[src/hdl/fte_pkg.sv]
// Shared types, codes and defaults for the page-mapped FTL engine.
`timescale 1ns / 1ps
package fte_pkg;

    localparam int PAGES_PER_BLOCK_DEF = 16;
    localparam int PHYSICAL_BLOCKS_DEF = 16;
    localparam int LOGICAL_BLOCKS_DEF  = 12;
    localparam int CACHE_ENTRIES_DEF   = 10;

    localparam logic [8:0] GC_THRESHOLD_RST = 9'd145;
    localparam logic [8:0] USED_MAX         = 9'd511;

    localparam logic [1:0] FUNC_WRITE = 2'd0;
    localparam logic [1:0] FUNC_READ  = 2'd1;
    localparam logic [1:0] FUNC_TRIM  = 2'd2;
    localparam logic [1:0] FUNC_RSVD  = 2'd3;

    localparam logic [3:0] KIND_CACHED     = 4'd0;
    localparam logic [3:0] KIND_PROGRAM    = 4'd1;
    localparam logic [3:0] KIND_GC_COPY    = 4'd2;
    localparam logic [3:0] KIND_ERASE      = 4'd3;
    localparam logic [3:0] KIND_READ_FLASH = 4'd4;
    localparam logic [3:0] KIND_READ_CACHE = 4'd5;
    localparam logic [3:0] KIND_READ_ZERO  = 4'd6;
    localparam logic [3:0] KIND_TRIM_DONE  = 4'd7;
    localparam logic [3:0] KIND_FULL_ERR   = 4'd8;

    typedef struct packed {
        logic [1:0] func;
        logic [7:0] lba;
    } cmd_t;

    typedef struct packed {
        logic [3:0] kind;
        logic [3:0] dst_block;
        logic [3:0] dst_page;
        logic [3:0] src_block;
        logic [3:0] src_page;
        logic [3:0] slot;
        logic [7:0] page_lba;
        logic       last;
    } res_t;

    typedef struct packed {
        logic       remove;
        logic       append;
        logic [7:0] key;
    } cache_req_t;

    typedef struct packed {
        logic [7:0] head_lba;
        logic [3:0] head_slot;
        logic       hit;
        logic [3:0] hit_slot;
        logic       free_ok;
        logic [3:0] free_slot;
        logic       at_limit;
    } cache_sts_t;

    typedef struct packed {
        logic       rd_en;
        logic       wr_en;
        logic       clr_en;
        logic [7:0] wr_data;
    } map_req_t;

    typedef struct packed {
        logic alloc;
        logic erase;
    } alloc_req_t;

endpackage

[src/hdl/fte_map.sv]
// Logical-to-physical map: synchronous memory plus per-entry mapped flags.
`timescale 1ns / 1ps
module fte_map import fte_pkg::*; #(
    parameter int DEPTH = LOGICAL_BLOCKS_DEF * PAGES_PER_BLOCK_DEF,
    parameter int AW    = $clog2(DEPTH)
) (
    input  logic          aclk,
    input  logic          aresetn,
    input  map_req_t      req,
    input  logic [AW-1:0] rd_addr,
    input  logic [AW-1:0] wr_addr,
    output logic          rd_valid,
    output logic [7:0]    rd_data
);

    logic [7:0]       map_mem [DEPTH];
    logic [DEPTH-1:0] vld_reg;
    logic             rd_valid_reg;
    logic [7:0]       rd_data_reg;

    always_ff @(posedge aclk) begin
        if (req.wr_en) begin
            map_mem[wr_addr] <= req.wr_data;
        end
        if (req.rd_en) begin
            rd_data_reg <= map_mem[rd_addr];
        end
    end

    // an entry whose flag is clear reads as unmapped
    always_ff @(posedge aclk) begin
        if (!aresetn) begin
            vld_reg      <= '0;
            rd_valid_reg <= 1'b0;
        end else begin
            if (req.wr_en) begin
                vld_reg[wr_addr] <= 1'b1;
            end
            if (req.clr_en) begin
                vld_reg[wr_addr] <= 1'b0;
            end
            if (req.rd_en) begin
                rd_valid_reg <= vld_reg[rd_addr];
            end
        end
    end

    assign rd_valid = rd_valid_reg;
    assign rd_data  = rd_data_reg;

endmodule

[src/hdl/fte_cache.sv]
// Ordered write cache: queue of logical pages with their data slots.
`timescale 1ns / 1ps
module fte_cache import fte_pkg::*; #(
    parameter int CACHE_ENTRIES = CACHE_ENTRIES_DEF
) (
    input  logic       aclk,
    input  logic       aresetn,
    input  cache_req_t req,
    output cache_sts_t sts
);

    localparam int SLOTS = CACHE_ENTRIES + 1;
    localparam int CW    = $clog2(SLOTS + 1);
    localparam int QW    = $clog2(SLOTS);

    logic [7:0]    lba_q_reg  [SLOTS];
    logic [3:0]    slot_q_reg [SLOTS];
    logic [CW-1:0] count_reg, count_next;
    logic [SLOTS-1:0] free_reg, free_next;

    logic          match_found;
    logic [QW-1:0] match_idx;
    logic          free_any;
    logic [QW-1:0] free_idx;
    logic          do_remove, do_append;

    always_comb begin
        match_found = 1'b0;
        match_idx   = '0;
        for (int i = SLOTS - 1; i >= 0; i--) begin
            if (CW'(i) < count_reg && lba_q_reg[i] == req.key) begin
                match_found = 1'b1;
                match_idx   = QW'(i);
            end
        end
        free_any = 1'b0;
        free_idx = '0;
        for (int i = SLOTS - 1; i >= 0; i--) begin
            if (free_reg[i]) begin
                free_any = 1'b1;
                free_idx = QW'(i);
            end
        end
    end

    assign do_remove = req.remove && match_found;
    assign do_append = req.append && sts.free_ok;

    always_comb begin
        sts.head_lba  = lba_q_reg[0];
        sts.head_slot = slot_q_reg[0];
        sts.hit       = match_found;
        sts.hit_slot  = slot_q_reg[match_idx];
        sts.free_ok   = free_any && (count_reg < CW'(SLOTS));
        sts.free_slot = 4'(free_idx);
        sts.at_limit  = count_reg >= CW'(CACHE_ENTRIES);
    end

    always_comb begin
        count_next = count_reg;
        free_next  = free_reg;
        if (do_remove) begin
            count_next = count_reg - CW'(1);
            free_next[sts.hit_slot[QW-1:0]] = 1'b1;
        end else if (do_append) begin
            count_next = count_reg + CW'(1);
            free_next[free_idx] = 1'b0;
        end
    end

    always_ff @(posedge aclk) begin
        if (!aresetn) begin
            count_reg <= '0;
            free_reg  <= '1;
        end else begin
            count_reg <= count_next;
            free_reg  <= free_next;
        end
    end

    // removal closes the gap by shifting younger entries down one place
    for (genvar j = 0; j < SLOTS; j++) begin : g_entry
        if (j < SLOTS - 1) begin : g_shift
            always_ff @(posedge aclk) begin
                if (do_remove && QW'(j) >= match_idx) begin
                    lba_q_reg[j]  <= lba_q_reg[j+1];
                    slot_q_reg[j] <= slot_q_reg[j+1];
                end else if (do_append && count_reg == CW'(j)) begin
                    lba_q_reg[j]  <= req.key;
                    slot_q_reg[j] <= 4'(free_idx);
                end
            end
        end else begin : g_tail
            always_ff @(posedge aclk) begin
                if (do_append && count_reg == CW'(j)) begin
                    lba_q_reg[j]  <= req.key;
                    slot_q_reg[j] <= 4'(free_idx);
                end
            end
        end
    end

endmodule

[src/hdl/fte_alloc.sv]
// Sequential page allocator, block-full flags and used page counter.
`timescale 1ns / 1ps
module fte_alloc import fte_pkg::*; #(
    parameter int PAGES_PER_BLOCK = PAGES_PER_BLOCK_DEF,
    parameter int PHYSICAL_BLOCKS = PHYSICAL_BLOCKS_DEF
) (
    input  logic                       aclk,
    input  logic                       aresetn,
    input  alloc_req_t                 req,
    input  logic [3:0]                 victim,
    output logic                       ok,
    output logic [3:0]                 blk,
    output logic [3:0]                 pg,
    output logic [8:0]                 used,
    output logic [PHYSICAL_BLOCKS-1:0] full
);

    localparam int BIW = $clog2(PHYSICAL_BLOCKS);
    localparam int PIW = $clog2(PAGES_PER_BLOCK);

    logic                       ptr_vld_reg;
    logic [BIW-1:0]             ptr_blk_reg;
    logic [PIW-1:0]             ptr_pg_reg;
    logic [PHYSICAL_BLOCKS-1:0] full_reg, full_upd;
    logic [8:0]                 used_reg;
    logic [BIW-1:0]             nb;
    logic [PIW-1:0]             np;

    always_comb begin
        full_upd = full_reg;
        ok       = 1'b0;
        nb       = ptr_blk_reg;
        np       = '0;
        if (ptr_vld_reg && ptr_pg_reg != PIW'(PAGES_PER_BLOCK - 1)) begin
            ok = 1'b1;
            np = ptr_pg_reg + PIW'(1);
        end else begin
            if (ptr_vld_reg) begin
                full_upd[ptr_blk_reg] = 1'b1;
            end
            // lowest block not yet full
            for (int b = PHYSICAL_BLOCKS - 1; b >= 0; b--) begin
                if (!full_upd[b]) begin
                    ok = 1'b1;
                    nb = BIW'(b);
                end
            end
        end
    end

    always_ff @(posedge aclk) begin
        if (!aresetn) begin
            ptr_vld_reg <= 1'b0;
            ptr_blk_reg <= '0;
            ptr_pg_reg  <= '0;
            full_reg    <= '0;
            used_reg    <= '0;
        end else if (req.alloc) begin
            full_reg    <= full_upd;
            ptr_vld_reg <= ok;
            ptr_blk_reg <= nb;
            ptr_pg_reg  <= np;
            if (ok && used_reg != USED_MAX) begin
                used_reg <= used_reg + 9'd1;
            end
        end else if (req.erase) begin
            full_reg[victim[BIW-1:0]] <= 1'b0;
            used_reg <= (used_reg >= 9'(PAGES_PER_BLOCK)) ?
                        used_reg - 9'(PAGES_PER_BLOCK) : 9'd0;
        end
    end

    assign blk  = 4'(nb);
    assign pg   = 4'(np);
    assign used = used_reg;
    assign full = full_reg;

endmodule

[src/hdl/page_mapped_ftl_engine.sv]
// Top level: command sequencer, garbage collection and result register.
// One command at a time. Garbage collection runs a count pass over the logical
// pages and a victim pick over the physical blocks, then, once a victim is
// found, a copy pass over the logical pages and an erase. Synchronous reset
// clears map flags at once, no clearing pass; threshold resets to 145.
`timescale 1ns / 1ps
module page_mapped_ftl_engine import fte_pkg::*; #(
    parameter int PAGES_PER_BLOCK = PAGES_PER_BLOCK_DEF,
    parameter int PHYSICAL_BLOCKS = PHYSICAL_BLOCKS_DEF,
    parameter int LOGICAL_BLOCKS  = LOGICAL_BLOCKS_DEF,
    parameter int CACHE_ENTRIES   = CACHE_ENTRIES_DEF
) (
    input  logic       aclk,
    input  logic       aresetn,
    input  logic       s_valid,
    output logic       s_ready,
    input  cmd_t       s_data,
    output logic       m_valid,
    input  logic       m_ready,
    output res_t       m_data,
    input  logic       cfg_valid,
    output logic       cfg_ready,
    input  logic [8:0] cfg_data
);

    localparam int LP  = LOGICAL_BLOCKS * PAGES_PER_BLOCK;
    localparam int AW  = $clog2(LP);
    localparam int BIW = $clog2(PHYSICAL_BLOCKS);
    localparam int VCW = $clog2(LP + 1);

    localparam logic [3:0] ST_IDLE     = 4'd0;
    localparam logic [3:0] ST_DISP     = 4'd1;
    localparam logic [3:0] ST_RD_WAIT  = 4'd2;
    localparam logic [3:0] ST_W_APPEND = 4'd3;
    localparam logic [3:0] ST_FLUSH    = 4'd4;
    localparam logic [3:0] ST_SCAN_RD  = 4'd5;
    localparam logic [3:0] ST_SCAN_CHK = 4'd6;
    localparam logic [3:0] ST_VSEL     = 4'd7;
    localparam logic [3:0] ST_ERASE    = 4'd8;
    localparam logic [3:0] ST_PROG     = 4'd9;
    localparam logic [3:0] ST_FAIL     = 4'd10;

    logic [3:0]     state_reg, state_next;
    cmd_t           cmd_reg, cmd_next;
    logic [AW-1:0]  idx_reg, idx_next;
    logic           phase_reg, phase_next;
    logic [VCW-1:0] vcnt_reg [PHYSICAL_BLOCKS];
    logic [VCW-1:0] vcnt_next [PHYSICAL_BLOCKS];
    logic [BIW-1:0] vb_reg, vb_next;
    logic [VCW-1:0] least_reg, least_next;
    logic [BIW-1:0] victim_reg, victim_next;
    logic           found_reg, found_next;
    logic [3:0]     slot_reg, slot_next;
    logic [8:0]     thr_reg;
    res_t           out_reg;
    logic           m_valid_reg;

    cache_req_t cache_req;
    cache_sts_t cache_sts;
    map_req_t   map_req;
    alloc_req_t alloc_req;
    logic [AW-1:0] map_rd_addr, map_wr_addr;
    logic          map_vld;
    logic [7:0]    map_data;
    logic [3:0]    map_blk;
    logic          al_ok;
    logic [3:0]    al_blk, al_pg;
    logic [8:0]    used;
    logic [PHYSICAL_BLOCKS-1:0] blk_full;

    logic emit, emit_ok, bad_cmd, idx_last, take;
    res_t res;

    fte_map #(.DEPTH(LP), .AW(AW)) u_map (
        .aclk     (aclk),
        .aresetn  (aresetn),
        .req      (map_req),
        .rd_addr  (map_rd_addr),
        .wr_addr  (map_wr_addr),
        .rd_valid (map_vld),
        .rd_data  (map_data)
    );

    fte_cache #(.CACHE_ENTRIES(CACHE_ENTRIES)) u_cache (
        .aclk    (aclk),
        .aresetn (aresetn),
        .req     (cache_req),
        .sts     (cache_sts)
    );

    fte_alloc #(
        .PAGES_PER_BLOCK (PAGES_PER_BLOCK),
        .PHYSICAL_BLOCKS (PHYSICAL_BLOCKS)
    ) u_alloc (
        .aclk    (aclk),
        .aresetn (aresetn),
        .req     (alloc_req),
        .victim  (4'(victim_reg)),
        .ok      (al_ok),
        .blk     (al_blk),
        .pg      (al_pg),
        .used    (used),
        .full    (blk_full)
    );

    assign map_blk  = map_data[7:4];
    assign emit_ok  = !m_valid_reg || m_ready;
    assign bad_cmd  = ({1'b0, cmd_reg.lba} >= 9'(LP)) || (cmd_reg.func == FUNC_RSVD);
    assign idx_last = idx_reg == AW'(LP - 1);
    assign take     = blk_full[vb_reg] && (vcnt_reg[vb_reg] < least_reg);

    assign map_rd_addr = (state_reg == ST_DISP) ? cmd_reg.lba[AW-1:0] : idx_reg;
    assign map_wr_addr = (state_reg == ST_SCAN_CHK) ? idx_reg :
                         (state_reg == ST_PROG) ? cache_sts.head_lba[AW-1:0] :
                         cmd_reg.lba[AW-1:0];

    always_comb begin
        state_next  = state_reg;
        cmd_next    = cmd_reg;
        idx_next    = idx_reg;
        phase_next  = phase_reg;
        vcnt_next   = vcnt_reg;
        vb_next     = vb_reg;
        least_next  = least_reg;
        victim_next = victim_reg;
        found_next  = found_reg;
        slot_next   = slot_reg;
        cache_req   = '0;
        cache_req.key = (state_reg == ST_PROG) ? cache_sts.head_lba : cmd_reg.lba;
        map_req     = '0;
        alloc_req   = '0;
        emit        = 1'b0;
        res         = '0;
        res.page_lba = cmd_reg.lba;
        res.last    = 1'b1;

        unique case (state_reg)
            ST_IDLE: begin
                if (s_valid) begin
                    cmd_next   = s_data;
                    state_next = ST_DISP;
                end
            end
            ST_DISP: begin
                if (bad_cmd) begin
                    if (emit_ok) begin
                        emit       = 1'b1;
                        res.kind   = KIND_FULL_ERR;
                        state_next = ST_IDLE;
                    end
                end else begin
                    case (cmd_reg.func)
                        FUNC_READ: begin
                            map_req.rd_en = 1'b1;
                            state_next    = ST_RD_WAIT;
                        end
                        FUNC_TRIM: begin
                            if (emit_ok) begin
                                map_req.clr_en   = 1'b1;
                                cache_req.remove = 1'b1;
                                emit             = 1'b1;
                                res.kind         = KIND_TRIM_DONE;
                                state_next       = ST_IDLE;
                            end
                        end
                        default: begin
                            map_req.clr_en   = 1'b1;
                            cache_req.remove = 1'b1;
                            state_next       = ST_W_APPEND;
                        end
                    endcase
                end
            end
            ST_RD_WAIT: begin
                if (emit_ok) begin
                    emit       = 1'b1;
                    state_next = ST_IDLE;
                    if (map_vld) begin
                        res.kind      = KIND_READ_FLASH;
                        res.dst_block = map_data[7:4];
                        res.dst_page  = map_data[3:0];
                    end else if (cache_sts.hit) begin
                        res.kind = KIND_READ_CACHE;
                        res.slot = cache_sts.hit_slot;
                    end else begin
                        res.kind = KIND_READ_ZERO;
                    end
                end
            end
            ST_W_APPEND: begin
                if (emit_ok) begin
                    emit = 1'b1;
                    if (!cache_sts.free_ok) begin
                        res.kind   = KIND_FULL_ERR;
                        state_next = ST_IDLE;
                    end else begin
                        cache_req.append = 1'b1;
                        res.kind   = KIND_CACHED;
                        res.slot   = cache_sts.free_slot;
                        res.last   = !cache_sts.at_limit;
                        slot_next  = cache_sts.free_slot;
                        state_next = cache_sts.at_limit ? ST_FLUSH : ST_IDLE;
                    end
                end
            end
            ST_FLUSH: begin
                if (used > thr_reg) begin
                    for (int b = 0; b < PHYSICAL_BLOCKS; b++) begin
                        vcnt_next[b] = '0;
                    end
                    idx_next   = '0;
                    phase_next = 1'b0;
                    state_next = ST_SCAN_RD;
                end else begin
                    state_next = ST_PROG;
                end
            end
            ST_SCAN_RD: begin
                map_req.rd_en = 1'b1;
                state_next    = ST_SCAN_CHK;
            end
            ST_SCAN_CHK: begin
                if (!phase_reg) begin
                    // first pass: valid page count per block
                    if (map_vld) begin
                        vcnt_next[map_blk[BIW-1:0]] = vcnt_reg[map_blk[BIW-1:0]] + VCW'(1);
                    end
                    if (idx_last) begin
                        vb_next    = '0;
                        least_next = VCW'(PAGES_PER_BLOCK);
                        found_next = 1'b0;
                        state_next = ST_VSEL;
                    end else begin
                        idx_next   = idx_reg + AW'(1);
                        state_next = ST_SCAN_RD;
                    end
                end else if (map_vld && map_blk == 4'(victim_reg)) begin
                    if (emit_ok) begin
                        alloc_req.alloc = 1'b1;
                        if (al_ok) begin
                            emit            = 1'b1;
                            res.kind        = KIND_GC_COPY;
                            res.dst_block   = al_blk;
                            res.dst_page    = al_pg;
                            res.src_block   = map_data[7:4];
                            res.src_page    = map_data[3:0];
                            res.page_lba    = 8'(idx_reg);
                            res.last        = 1'b0;
                            map_req.wr_en   = 1'b1;
                            map_req.wr_data = {al_blk, al_pg};
                            idx_next        = idx_reg + AW'(1);
                            state_next      = idx_last ? ST_ERASE : ST_SCAN_RD;
                        end else begin
                            state_next = ST_FAIL;
                        end
                    end
                end else begin
                    idx_next   = idx_reg + AW'(1);
                    state_next = idx_last ? ST_ERASE : ST_SCAN_RD;
                end
            end
            ST_VSEL: begin
                if (take) begin
                    least_next  = vcnt_reg[vb_reg];
                    victim_next = vb_reg;
                    found_next  = 1'b1;
                end
                if (vb_reg == BIW'(PHYSICAL_BLOCKS - 1)) begin
                    if (found_reg || take) begin
                        idx_next   = '0;
                        phase_next = 1'b1;
                        state_next = ST_SCAN_RD;
                    end else begin
                        state_next = ST_PROG;
                    end
                end else begin
                    vb_next = vb_reg + BIW'(1);
                end
            end
            ST_ERASE: begin
                if (emit_ok) begin
                    alloc_req.erase = 1'b1;
                    emit            = 1'b1;
                    res.kind        = KIND_ERASE;
                    res.dst_block   = 4'(victim_reg);
                    res.page_lba    = 8'd0;
                    res.last        = 1'b0;
                    state_next      = ST_PROG;
                end
            end
            ST_PROG: begin
                if (emit_ok) begin
                    alloc_req.alloc = 1'b1;
                    if (al_ok) begin
                        emit             = 1'b1;
                        res.kind         = KIND_PROGRAM;
                        res.dst_block    = al_blk;
                        res.dst_page     = al_pg;
                        res.slot         = cache_sts.head_slot;
                        res.page_lba     = cache_sts.head_lba;
                        map_req.wr_en    = 1'b1;
                        map_req.wr_data  = {al_blk, al_pg};
                        cache_req.remove = 1'b1;
                        state_next       = ST_IDLE;
                    end else begin
                        state_next = ST_FAIL;
                    end
                end
            end
            ST_FAIL: begin
                // the new write is dropped from the cache
                if (emit_ok) begin
                    cache_req.remove = 1'b1;
                    emit             = 1'b1;
                    res.kind         = KIND_FULL_ERR;
                    res.slot         = slot_reg;
                    state_next       = ST_IDLE;
                end
            end
            default: begin
                state_next = ST_IDLE;
            end
        endcase
    end

    always_ff @(posedge aclk) begin
        if (!aresetn) begin
            state_reg   <= ST_IDLE;
            m_valid_reg <= 1'b0;
            thr_reg     <= GC_THRESHOLD_RST;
        end else begin
            state_reg <= state_next;
            if (emit) begin
                m_valid_reg <= 1'b1;
            end else if (m_ready) begin
                m_valid_reg <= 1'b0;
            end
            if (cfg_valid) begin
                thr_reg <= cfg_data;
            end
        end
    end

    always_ff @(posedge aclk) begin
        cmd_reg    <= cmd_next;
        idx_reg    <= idx_next;
        phase_reg  <= phase_next;
        vcnt_reg   <= vcnt_next;
        vb_reg     <= vb_next;
        least_reg  <= least_next;
        victim_reg <= victim_next;
        found_reg  <= found_next;
        slot_reg   <= slot_next;
        if (emit) begin
            out_reg <= res;
        end
    end

    assign s_ready   = (state_reg == ST_IDLE);
    assign m_valid   = m_valid_reg;
    assign m_data    = out_reg;
    assign cfg_ready = 1'b1;

endmodule

[config.mk]
export PLATFORM = sky130hd
export DESIGN_NAME = page_mapped_ftl_engine
export DESIGN_NICKNAME = d
export VERILOG_FILES = /design/src/hdl/fte_pkg.sv /design/src/hdl/fte_map.sv /design/src/hdl/fte_cache.sv /design/src/hdl/fte_alloc.sv /design/src/hdl/page_mapped_ftl_engine.sv
export SDC_FILE = /design/constraint.sdc
export NUM_CORES = 2
export LEC_CHECK = 0
export ABC_AREA = 1
export BUFFER_PORTS_ARGS = -buffer_cell sky130_fd_sc_hd__buf_2
export CAP_MARGIN = 20
export CORE_MARGIN = 2
export CORE_UTILIZATION = 55
export CTS_BUF_LIST = sky130_fd_sc_hd__clkbuf_4 sky130_fd_sc_hd__clkbuf_8
export DETAILED_ROUTE_END_ITERATION = 10
export PLACE_DENSITY = 0.71
export SYNTH_ARGS = -nofsm -noshare
export SYNTH_HDL_FRONTEND = slang
export SYNTH_HIERARCHICAL = 1
export SYNTH_SLANG_ARGS = --single-unit
[constraint.sdc]
create_clock -name aclk -period 13.2 [get_ports aclk]
set_input_delay 1.32 -clock aclk [delete_from_list [all_inputs] [get_ports aclk]]
set_output_delay 1.32 -clock aclk [all_outputs]
set_load 0.05 [all_outputs]
==> impl_metrics.csv <==
group,metric,value,unit
status,outcome,"finished clean",
synth,yosysWarnings,6,
timing,maxSlewViolCount,0,
drt,viasPerCell,6.09,
pwr,p_per_area,140,nW/um2
floorplanning,dieArea,177000,um2
timing,period_needed,6.04,ns
global_routing,antenna_found_initial,6,
timing,finalCritPeriodShare,45.7,%
worst_setup_path,worst_ep_required_time,14.00,ns
cts,ctsHoldBuffers,0,
pwr,netSwitchingPower,3.75,mW
worst_setup_path,slowest_stage,"buf_4",
global_routing,grt_usage,29.8,%
job,drv_cap,0,
drt,wl_per_cell,22.5,um
placement,gp_congestion,0.938,
pwr,pwr-share-comb,10.3,%
layout,finish.instance_area,104000,um2
synth,synthTopCellsByArea,"edfxtp_1, nand2_1, nand3_1",
pwr,p_leak,37.1,nW
pwr,p_seq_share,50.0,%
placement,dpl.hpwl,155000,um
layout,syn2layout_area_growth,8.80,%
floorplanning,rows,152,
cts,cts_buffers,357,
synth,synth_top_cell_area_share,59.1,%
min_path,hold_class,"in -> reg",
layout,largest_register_ffs,1536,
synth,async_reset_ff_share,0,%
timing,rsz0062_at_grt,"false",
timing,setup_tns,0,ns
synth,syn_nets,9412,
cts,clkLatencyLatePin,1.09,ns
pwr,intPower,10.8,mW
synth,synthCells,9354,
floorplanning,start_util,55.4,%
cts,ctsHtreeMaxLevel,5,
floorplanning,die_height,420,um
worst_setup_path,critPathBufInv,7,
drt,drt-initial-drc-count,10060,
cts,post_cts_resized,0,
drt,drc_errors,0,
timing,setup_viol,0,
placement,port_buffers,58,
worst_setup_path,slowest_delay,0.79,ns
worst_setup_path,critPathCaptureType,"flop",
timing,hold_viol_final,0,
layout,layout-drive-gt1-share,9.86,%
timing,max_slew.worst_pin.slew,1.20,ns
worst_setup_path,crit_chain,"inv_1 -> nor2_1 -> inv_1 -> nor2_2 -> buf_4 -> nand2_1 -> o21ai_4 -> buf_4 -> buf_12 -> buf_12 -> buf_4 -> o21ai_0 -> nand3_1 -> nand3_1 -> nand3_1 -> nand2_1 -> a21oi_1 -> nand2_1 -> nand3_1 -> nand2_1",
timing,fmax,166,MHz
global_routing,grt_max_degree,193,
worst_setup_path,crit_arrival,6.84,ns
cts,root_buffer,"clkbuf_8",
worst_setup_path,cp_top_family,"buffers and inverters",
pwr,p_clk_share,39.7,%
global_routing,grt-ovfl-total,0,
timing,holdWs,0.476,ns
pwr,switching_share,25.7,%
drt,finalWirelength,267000,um
synth,synth_top_flop_cell,"edfxtp_1",
drt,drtAntennaViolNets,0,
synth,netlist_area,95300,um2
worst_setup_path,worstSetupStartpointType,"flop",
layout,nets,9337,
global_routing,grt_pass1_vias,68898,
synth,synth_common_cells,"edfxtp_1, nand2_1, nand3_1, nor2_1, o21ai_0",
synth,ys_types,73,
drt,dr.pass1.iters,9,
synth,synth-seq-cells,2133,
cts,path_clk_slew,0.07,ns
worst_setup_path,path_max_fanout,190,
drt,vias,72280,
cts,cts_max_path_buffers,4,
cts,post_cts_buffers,0,
placement,placed_area,96600,um2
synth,syn-mean-instance-area,10.2,um2
synth,ys_seq_area_share,64.5,%
timing,max_slew_margin,20.2,%
floorplanning,io_pins,60,
synth,synth_top_area_cell,"edfxtp_1",
cts,cts_sinks,2133,
pwr,ir_drop,0.0000935,V
synth,synth.most_common_cell,"edfxtp_1",
cts,cts_tree,"built",
timing,finalClockSkew,0.0789,ns
worst_setup_path,critPathKind,"reg -> reg",
floorplanning,fp.dieW,420,um
floorplanning,core_area,172000,um2
global_routing,grt_pass1_wl,405000,um
synth,synth-edff-count,1877,
[cell usage in the layout (no fill, tap or decap), types with 8 or more instances in the layout]
master / count
dfxtp_1: 256
a22oi_1: 14
or2_2: 18
clkinv_2: 20
nand2_2: 25
nand2_1: 1784
edfxtp_1: 1877
xor2_1: 24
buf_12: 8
nor2_2: 32
ha_1: 34
o31ai_1: 13
o21ai_0: 690
nand3_1: 1137
nand4_1: 25
o221ai_1: 106
buf_4: 105
o22ai_1: 356
o21ai_2: 9
clkbuf_4: 173
xnor2_1: 26
nor3_1: 29
a21oi_1: 334
nor2_4: 12
clkinv_1: 63
inv_1: 542
buf_2: 58
o21ai_1: 182
inv_2: 30
or2_1: 15
o211ai_1: 18
nor2_1: 1031
clkbuf_8: 381
[layer usage]
metal	track usage, %	vias up	routed length [um]
met3	7.07	666	29800
li1	-	32788	-
met4	12.1	4	10400
met2	46.1	4130	121000
met5	0	-	32
met1	40.6	34692	105000
[power by group through the flow]
| stage | sequential, mW | clock, mW | combinational [mW] |
|---|---|---|---|
| 2_1_floorplan | 7.44 | 0 | 0.990 |
| 3_3_place_gp | 7.41 | 0 | 1.43 |
| 3_5_place_dp | 7.41 | 0 | 1.45 |
| 4_1_cts | 7.27 | 5.86 | 1.46 |
| 5_1_grt | 7.27 | 6.15 | 1.61 |
| 6_report | 7.27 | 5.78 | 1.50 |
[stage by stage]
stage	worst slack (ns)	util [%]	total power [mW]	std cells
after floorplan	2.45	-	8.43	9354
after global placement	7.38	56.2	8.85	11221
after detailed placement	7.38	56.2	8.86	11223
after CTS	7.35	60.2	14.6	11850
after global routing	6.73	60.3	15.0	11858
final	7.16	60.3	14.6	11859
[cell type report]
type | instances | area, um2
Timing Repair Buffer | 175 | 1320
Tap cell | 2310 | 2890
Antenna cell | 2 | 5.00
Clock inverter | 73 | 409
Clock buffer | 554 | 6540
Inverter | 605 | 2350
Fill cell | 14099 | 68200
Sequential cell | 2133 | 61500
Multi-Input combinational cell | 6007 | 28700
[logic make-up after synthesis]
logic type	after synthesis	share of synthesized area [%]
xor gates and xnor gates	50	0.460
AOI/OAI and AO/OA	1766	10.5
adders and majority gates	34	0.446
other	1	0.00394
buffers and inverters	1214	5.57
DFF	2133	64.5
and+or+nand+nor	4156	18.5
[worst paths after layout]
check                       startpoint                         end  slack (ns)  depth (start not counted)
max          state_reg[0]$_SDFFE_PN0P_  u_map/rd_data[4]$_DFFE_PP_        7.16                         20
max reg2reg  state_reg[0]$_SDFFE_PN0P_  u_map/rd_data[4]$_DFFE_PP_        7.16                         20
min reg2reg    thr_reg[1]$_SDFFE_PN0P_     thr_reg[1]$_SDFFE_PN0P_        0.48                          2
min                          s_data[7]        cmd_reg[7]$_DFFE_PP_        0.48                          1
(Power assumes the default switching activity.)
